==> src/trf_pkg.sv <==
`timescale 1ns / 1ps

package trf_pkg;

   localparam int RING_DEPTH = 1024;
   localparam int POS_W      = $clog2(RING_DEPTH);
   localparam int SIZE_W     = POS_W + 1;
   localparam int BSIZE_W    = 11;
   localparam int CMP_W      = (SIZE_W > BSIZE_W) ? SIZE_W : BSIZE_W;
   localparam int FILL_W     = 11;
   localparam logic [FILL_W-1:0] FILL_MAX = '1;
   localparam int CSR_AW     = 4;

   localparam logic [BSIZE_W-1:0] BUFFER_SIZE_RST = 11'd1024;
   localparam logic [7:0]         FRAME_BYTE_RST  = 8'd126;
   localparam logic [7:0]         ESCAPE_BYTE_RST = 8'd125;
   localparam logic [7:0]         ESCAPE_XOR_RST  = 8'd32;

   typedef enum logic [2:0] {
      CMD_BEGIN   = 3'd0,
      CMD_DATA    = 3'd1,
      CMD_RAW_SUM = 3'd2,
      CMD_RAW     = 3'd3,
      CMD_END     = 3'd4,
      CMD_READ    = 3'd5
   } cmd_type;

   typedef enum logic [1:0] {
      REG_BUFFER_SIZE = 2'd0,
      REG_FRAME_BYTE  = 2'd1,
      REG_ESCAPE_BYTE = 2'd2,
      REG_ESCAPE_XOR  = 2'd3
   } reg_idx_type;

   typedef struct packed {
      logic [BSIZE_W-1:0] buffer_size;
      logic [7:0]         frame_byte;
      logic [7:0]         escape_byte;
      logic [7:0]         escape_xor;
   } cfg_type;

   typedef struct packed {
      logic             we;
      logic [POS_W-1:0] waddr;
      logic [7:0]       wdata;
      logic             re;
      logic [POS_W-1:0] raddr;
   } ram_req_type;

   typedef struct packed {
      logic       hit;
      logic [7:0] val;
   } stuff_type;

   // byte stuffing: flag or escape byte goes out xored, behind an escape byte
   function automatic stuff_type stuff(input logic [7:0] b, input cfg_type cfg);
      stuff_type r;
      r.hit = (b == cfg.frame_byte) || (b == cfg.escape_byte);
      r.val = r.hit ? (b ^ cfg.escape_xor) : b;
      return r;
   endfunction

endpackage

==> src/trf_seq.sv <==
`timescale 1ns / 1ps

module trf_seq import trf_pkg::*; (
   input  logic        clock,
   input  logic        reset,
   input  cfg_type     cfg,
   input  logic        req_tvalid,
   output logic        req_tready,
   input  logic [2:0]  req_tuser,
   input  logic [7:0]  req_tdata,
   output logic        rsp_tvalid,
   input  logic        rsp_tready,
   output logic [7:0]  rsp_tdata,
   output logic        rsp_tuser,
   output ram_req_type ram_req,
   input  logic [7:0]  ram_rdata
);

   typedef enum logic [4:0] {
      S_IDLE  = 5'b00001,
      S_WRITE = 5'b00010,
      S_CHECK = 5'b00100,
      S_READ  = 5'b01000,
      S_RDATA = 5'b10000
   } state_type;

   state_type         state_ff, state_in;
   logic [POS_W-1:0]  wp_ff, wp_in, rp_ff, rp_in;
   logic [FILL_W-1:0] fill_ff, fill_in;
   logic [7:0]        seq_ff, seq_in, sum_ff, sum_in;
   logic              rsp_valid_ff, rsp_valid_in;
   logic [7:0]        rsp_byte_ff, rsp_byte_in;
   logic              rsp_empty_ff, rsp_empty_in;
   logic [7:0]        q_ff [4];
   logic [7:0]        q_in [4];
   logic [2:0]        cnt_ff, cnt_in;
   logic              end_ff, end_in;

   logic [SIZE_W-1:0] eff_size, wp_inc, rp_inc;
   logic [POS_W-1:0]  wp_next, rp_next;
   logic [CMP_W-1:0]  bs_ext;
   logic              accept;
   logic [7:0]        seq_inc, chk;
   stuff_type         st_a, st_b;
   logic [7:0]        cand_byte [4];
   logic [3:0]        cand_vld;
   logic [7:0]        pack [4];
   logic [2:0]        n;

   // out-of-range size means the whole ring
   always_comb begin
      bs_ext = CMP_W'(cfg.buffer_size);
      if (bs_ext == '0 || bs_ext > CMP_W'(RING_DEPTH)) begin
         eff_size = SIZE_W'(RING_DEPTH);
      end else begin
         eff_size = SIZE_W'(cfg.buffer_size);
      end
   end

   assign wp_inc  = {1'b0, wp_ff} + SIZE_W'(1);
   assign rp_inc  = {1'b0, rp_ff} + SIZE_W'(1);
   assign wp_next = (wp_inc >= eff_size) ? '0 : wp_inc[POS_W-1:0];
   assign rp_next = (rp_inc >= eff_size) ? '0 : rp_inc[POS_W-1:0];

   assign req_tready = (state_ff == S_IDLE);
   assign accept     = req_tvalid && req_tready;
   assign seq_inc    = seq_ff + 8'd1;
   assign chk        = ~sum_ff;

   // byte list of one item, at most four
   always_comb begin
      st_a     = stuff(req_tdata, cfg);
      st_b     = stuff(req_tdata, cfg);
      cand_vld = '0;
      for (int i = 0; i < 4; i++) begin
         cand_byte[i] = cfg.escape_byte;
      end
      unique case (req_tuser)
         CMD_BEGIN: begin
            st_a         = stuff(seq_inc, cfg);
            cand_vld     = {1'b1, st_b.hit, 1'b1, st_a.hit};
            cand_byte[1] = st_a.val;
            cand_byte[3] = st_b.val;
         end
         CMD_DATA: begin
            cand_vld     = {2'b00, 1'b1, st_a.hit};
            cand_byte[1] = st_a.val;
         end
         CMD_RAW_SUM, CMD_RAW: begin
            cand_vld     = 4'b0010;
            cand_byte[1] = req_tdata;
         end
         CMD_END: begin
            st_a         = stuff(chk, cfg);
            cand_vld     = {1'b1, 1'b0, 1'b1, st_a.hit};
            cand_byte[1] = st_a.val;
            cand_byte[3] = cfg.frame_byte;
         end
         default: begin
            cand_vld = '0;
         end
      endcase
      for (int i = 0; i < 4; i++) begin
         pack[i] = '0;
      end
      n = '0;
      for (int i = 0; i < 4; i++) begin
         if (cand_vld[i]) begin
            pack[n[1:0]] = cand_byte[i];
            n            = n + 3'd1;
         end
      end
   end

   always_comb begin
      state_in     = state_ff;
      wp_in        = wp_ff;
      rp_in        = rp_ff;
      fill_in      = fill_ff;
      seq_in       = seq_ff;
      sum_in       = sum_ff;
      rsp_valid_in = rsp_valid_ff && !rsp_tready;
      rsp_byte_in  = rsp_byte_ff;
      rsp_empty_in = rsp_empty_ff;
      q_in         = q_ff;
      cnt_in       = cnt_ff;
      end_in       = end_ff;
      ram_req      = '0;
      unique case (state_ff)
         S_IDLE: begin
            if (accept) begin
               q_in   = pack;
               cnt_in = n;
               end_in = (req_tuser == CMD_END);
               unique case (req_tuser)
                  CMD_BEGIN: begin
                     seq_in   = seq_inc;
                     sum_in   = seq_inc + req_tdata;
                     state_in = S_WRITE;
                  end
                  CMD_DATA, CMD_RAW_SUM: begin
                     sum_in   = sum_ff + req_tdata;
                     state_in = S_WRITE;
                  end
                  CMD_RAW: begin
                     state_in = S_WRITE;
                  end
                  CMD_END: begin
                     sum_in   = st_a.val;
                     state_in = S_WRITE;
                  end
                  CMD_READ: begin
                     state_in = S_READ;
                  end
                  default: begin
                     state_in = S_IDLE;
                  end
               endcase
            end
         end
         S_WRITE: begin
            ram_req.we    = 1'b1;
            ram_req.waddr = wp_ff;
            ram_req.wdata = q_ff[0];
            wp_in         = wp_next;
            fill_in       = (fill_ff == FILL_MAX) ? fill_ff : fill_ff + FILL_W'(1);
            q_in[0]       = q_ff[1];
            q_in[1]       = q_ff[2];
            q_in[2]       = q_ff[3];
            cnt_in        = cnt_ff - 3'd1;
            if (cnt_ff == 3'd1) begin
               state_in = end_ff ? S_CHECK : S_IDLE;
            end
         end
         S_CHECK: begin
            // overrun: drop the oldest data
            if (CMP_W'(fill_ff) > CMP_W'(eff_size)) begin
               rp_in   = wp_ff;
               fill_in = FILL_W'(eff_size);
            end
            state_in = S_IDLE;
         end
         S_READ: begin
            if (!rsp_valid_ff || rsp_tready) begin
               if (fill_ff == '0) begin
                  rsp_valid_in = 1'b1;
                  rsp_byte_in  = '0;
                  rsp_empty_in = 1'b1;
                  state_in     = S_IDLE;
               end else begin
                  ram_req.re    = 1'b1;
                  ram_req.raddr = rp_ff;
                  state_in      = S_RDATA;
               end
            end
         end
         S_RDATA: begin
            rsp_valid_in = 1'b1;
            rsp_byte_in  = ram_rdata;
            rsp_empty_in = 1'b0;
            rp_in        = rp_next;
            fill_in      = fill_ff - FILL_W'(1);
            state_in     = S_IDLE;
         end
         default: begin
            state_in = S_IDLE;
         end
      endcase
   end

   always_ff @(posedge clock) begin
      if (reset) begin
         state_ff     <= S_IDLE;
         wp_ff        <= '0;
         rp_ff        <= '0;
         fill_ff      <= '0;
         seq_ff       <= '0;
         sum_ff       <= '0;
         rsp_valid_ff <= 1'b0;
         cnt_ff       <= '0;
         end_ff       <= 1'b0;
      end else begin
         state_ff     <= state_in;
         wp_ff        <= wp_in;
         rp_ff        <= rp_in;
         fill_ff      <= fill_in;
         seq_ff       <= seq_in;
         sum_ff       <= sum_in;
         rsp_valid_ff <= rsp_valid_in;
         cnt_ff       <= cnt_in;
         end_ff       <= end_in;
      end
   end

   always_ff @(posedge clock) begin
      rsp_byte_ff  <= rsp_byte_in;
      rsp_empty_ff <= rsp_empty_in;
      q_ff         <= q_in;
   end

   assign rsp_tvalid = rsp_valid_ff;
   assign rsp_tdata  = rsp_byte_ff;
   assign rsp_tuser  = rsp_empty_ff;

endmodule

==> config.mk <==
export PLATFORM = sky130hd
export DESIGN_NAME = trf_seq
export DESIGN_NICKNAME = d
export VERILOG_FILES = /design/src/trf_pkg.sv /design/src/trf_seq.sv
export SDC_FILE = /design/constraint.sdc
export NUM_CORES = 1
export LEC_CHECK = 0
export ABC_AREA = 1
export BUFFER_PORTS_ARGS = -buffer_cell sky130_fd_sc_hd__buf_4
export CORE_UTILIZATION = 60
export CTS_CLUSTER_SIZE = 25
export DETAILED_ROUTE_END_ITERATION = 8
export GPL_TIMING_DRIVEN = 1
export PLACE_DENSITY = 0.82
export SYNTH_ARGS = -nofsm -noshare
export SYNTH_HDL_FRONTEND = slang
export SYNTH_SLANG_ARGS = --single-unit
==> constraint.sdc <==
create_clock -name clock -period 4 [get_ports clock]
set_input_delay 0.4 -clock clock [delete_from_list [all_inputs] [get_ports clock]]
set_output_delay 0.4 -clock clock [all_outputs]
set_load 0.01 [all_outputs]
==> flow_metrics.env <==
export IMPL_die_w_um=122
export IMPL_num_io_pins=99
export IMPL_vias=9375
export IMPL_start_util=0.620
export IMPL_syn_inst=1351
export IMPL_tightest_slew_ns=1.06
export IMPL_worstPathMaxFanout=12
export IMPL_postSynthRegisterBits=98
export IMPL_endpoint_kind="flip-flop"
export IMPL_fmax_mhz=290
export IMPL_worstSetupStartpointType="flip-flop"
export IMPL_finalHoldViolCount=0
export IMPL_drc=0
export IMPL_slew_viol_final=0
export IMPL_synth_fp_nets=1469
export IMPL_max_cap_violations=0
export IMPL_min_path_type="in -> reg"
export IMPL_clk_latency_ns=0.37
export IMPL_globalRouteOverflowTotal=0
export IMPL_avgSynthCellArea_um2=6.39
export IMPL_ys_seq_area_frac=0.275
export IMPL_antenna_cells=0
export IMPL_die_h_um=122
export IMPL_path_clk_slew_ns=0.07
export IMPL_ant_nets=0
export IMPL_drtIter0Drc=894
export IMPL_slew_headroom=0.291
export IMPL_tns_ns=0
export IMPL_seq_power_share=0.429
export IMPL_synthArstFlopShare=0
export IMPL_grt_max_degree=34
export IMPL_combPwrFrac=0.268
export IMPL_layout_drive_gt1_share=0.111
export IMPL_netlist_top_cells_area="nand2_1, edfxtp_1, dfxtp_1, ha_1, inv_1"
export IMPL_period_share=0.863
export IMPL_setup_viol=0
export IMPL_cts_tree="yes"
export IMPL_use_met1=0.438
export IMPL_routed_wl_um=26500
export IMPL_cts_resized=0
export IMPL_dp_hpwl_um=20500
export IMPL_p_switching_uw=991
export IMPL_rsz0062_at_grt="no"
export IMPL_final_net_count=1557
export IMPL_synth_distinct_cells=47
export IMPL_ir_drop_v=0.000225
export IMPL_synth_area_mm2=0.00863
export IMPL_clockBufferDepth=2
export IMPL_io_buffers=98
export IMPL_finalClockSkew_ns=0.0137
export IMPL_cellLeakagePower_nw=4.83
export IMPL_cpMostUsedCell="nand2_1"
export IMPL_finalWorstSetupSlack_ns=0.547
export IMPL_grt_first_pass_wirelength_um=42500
export IMPL_grtUsageTotal=0.370
export IMPL_wl_per_cell_um=16.3
export IMPL_drt_first_pass_iters=6
export IMPL_slowest_delay_ns=0.39
export IMPL_numCtsBuffers=9
export IMPL_globalRouteMet2Util=0.637
export IMPL_crit_chain="ha_1 > nand3_1 > nor2_1 > nand2_1 > nand2_1 > nand2_1 > nand2_1 > nor2_1 > nand3_1 > nand2_2 > nand2_2 > nand2_2 > buf_4 > nor2_1 > ha_1 > nand2_1 > inv_1 > a21oi_1 > o21ai_1 > nand2_1"
export IMPL_timing_hold_ws_ns=0.334
export IMPL_switching_share=0.347
export IMPL_synth_main_ff_cell="dfxtp_1"
export IMPL_h_tree_depth=3
export IMPL_root_buffer="clkbuf_16"
export IMPL_synth_edf_count=41
export IMPL_path_class="reg -> reg"
export IMPL_area_growth_pct=14.1
export IMPL_busiest_layer="met2"
export IMPL_yosysTopAreaCell="nand2_1"
export IMPL_fin_util=0.707
export IMPL_use_met3=0.0510
export IMPL_grt_pass1_vias=8768
export IMPL_yosys_area_top_type_share=0.170
export IMPL_core_area_mm2=0.0139
export IMPL_crit_path_top_delay_cell="dfxtp_1"
export IMPL_worstPathArrival_ns=3.57
export IMPL_die_area_mm2=0.0149
export IMPL_yosysWarnings=0
export IMPL_place_congestion=1.02
export IMPL_viasPerCell=5.77
export IMPL_finalCriticalPeriod_ns=3.45
export IMPL_rows=43
export IMPL_holdBufCountCts=0
export IMPL_antenna_found_initial=0
export IMPL_power_mw=2.85
export IMPL_post_cts_setup_buffers=0
export IMPL_p_int_mw=1.86
export IMPL_status="finished clean"
export IMPL_cellPowerDensity_mw_per_mm2=290
export IMPL_critPathRequiredTime_ns=4.12
export IMPL_pre_cts_slack_ns=0.540
export IMPL_cts_sinks=98
export IMPL_clkPwrFrac=0.302
[per-layer routing]
layer / wire [µm] / up-vias
li1: - / 4606
met1: 10600 / 4241
met2: 12700 / 431
met3: 1750 / 97
met4: 1450 / 0
met5: 0 / -
[kinds of logic after synthesis]
family,after synthesis,share of synthesized area
and+or+nand+nor,688,0.338
xor gates and xnor gates,48,0.0487
AOI/OAI and AO/OA,230,0.146
buffers and inverters,227,0.104
adders and majority gates,60,0.0887
DFF,98,0.275
[metrics by stage]
stage	cell area, µm²	instances
6_report	9850	1624
5_1_grt	9850	1624
4_1_cts	9850	1624
3_5_place_dp	9560	1608
3_3_place_gp	9560	1608
2_1_floorplan	8630	1351
[layout make-up]
cell class              count  area [µm²]
flip-flops and latches     98        2370
repair buffers            118         886
fillers                  1278        4090
clock inverters             7        66.3
clock buffers               9         225
well taps                 180         225
inverters                 186         698
multi-input cells        1026        5380
[placed cells by master (no fill, tap or decap), types with 4 or more instances in the layout]
master	count
buf_4	118
nand2_2	9
clkinv_4	4
or2_2	4
xor2_1	33
ha_1	58
edfxtp_1	41
xnor2_1	15
nor4_1	7
a21oi_1	93
dfxtp_1	57
clkinv_1	4
nor2_1	124
nand2_1	390
clkbuf_16	9
o21ai_0	91
inv_1	180
a221oi_1	12
nand3_1	103
a22oi_1	5
o211ai_1	4
nand4_1	25
nor3_1	10
a31oi_1	7
o21ai_1	6
[state kept, by name, indices dropped and copies added (netlist names)]
name	count
end_ff	1
rp_ff	10
fill_ff	11
rsp_tdata	8
sum_ff	8
state_ff	5
wp_ff	10
seq_ff	8
q_ff	32
rsp_tvalid	1
rsp_tuser	1
cnt_ff	3
[cell usage after synthesis, drive strengths merged, types with 5 or more instances]
| master | n |
|---|---|
| nand2 | 400 |
| inv | 183 |
| nor2 | 130 |
| nand3 | 104 |
| o21ai | 97 |
| a21oi | 93 |
| ha | 58 |
| dfxtp | 57 |
| edfxtp | 41 |
| xor2 | 33 |
| clkbuf | 29 |
| nand4 | 25 |
| xnor2 | 15 |
| a221oi | 12 |
| buf | 12 |
| nor3 | 12 |
| nor4 | 9 |
| a31oi | 7 |
| a22oi | 5 |
[critical path, delay by kind of cell, from the launching register on]
family	cells	cell delay, ns
fa+ha+maj	2	0.42
flops	1	0.39
buf+inv	2	0.51
compound gates	2	0.23
simple gates	14	1.64
[power by group through the flow]
| stage | clock network, mW | registers [mW] | logic [mW] |
|---|---|---|---|
| detailed placement | 0 | 1.24 | 0.749 |
| finish | 0.862 | 1.23 | 0.766 |
| floorplan | 0 | 1.22 | 0.509 |
| CTS | 0.871 | 1.22 | 0.755 |
| global route | 0.911 | 1.24 | 0.855 |
| global placement | 0 | 1.24 | 0.738 |
[final timing paths]
path                     start           end  slack, ns  cells past startpoint
hold / removal    ram_rdata[5]  rsp_tdata[5]       0.33                      3
setup / recovery     seq_ff[1]      q_ff[19]       0.55                     20
setup reg to reg     seq_ff[1]      q_ff[19]       0.55                     20
hold reg to reg         end_ff   state_ff[2]       0.47                      2
Power figures use the tool's default switching activity.
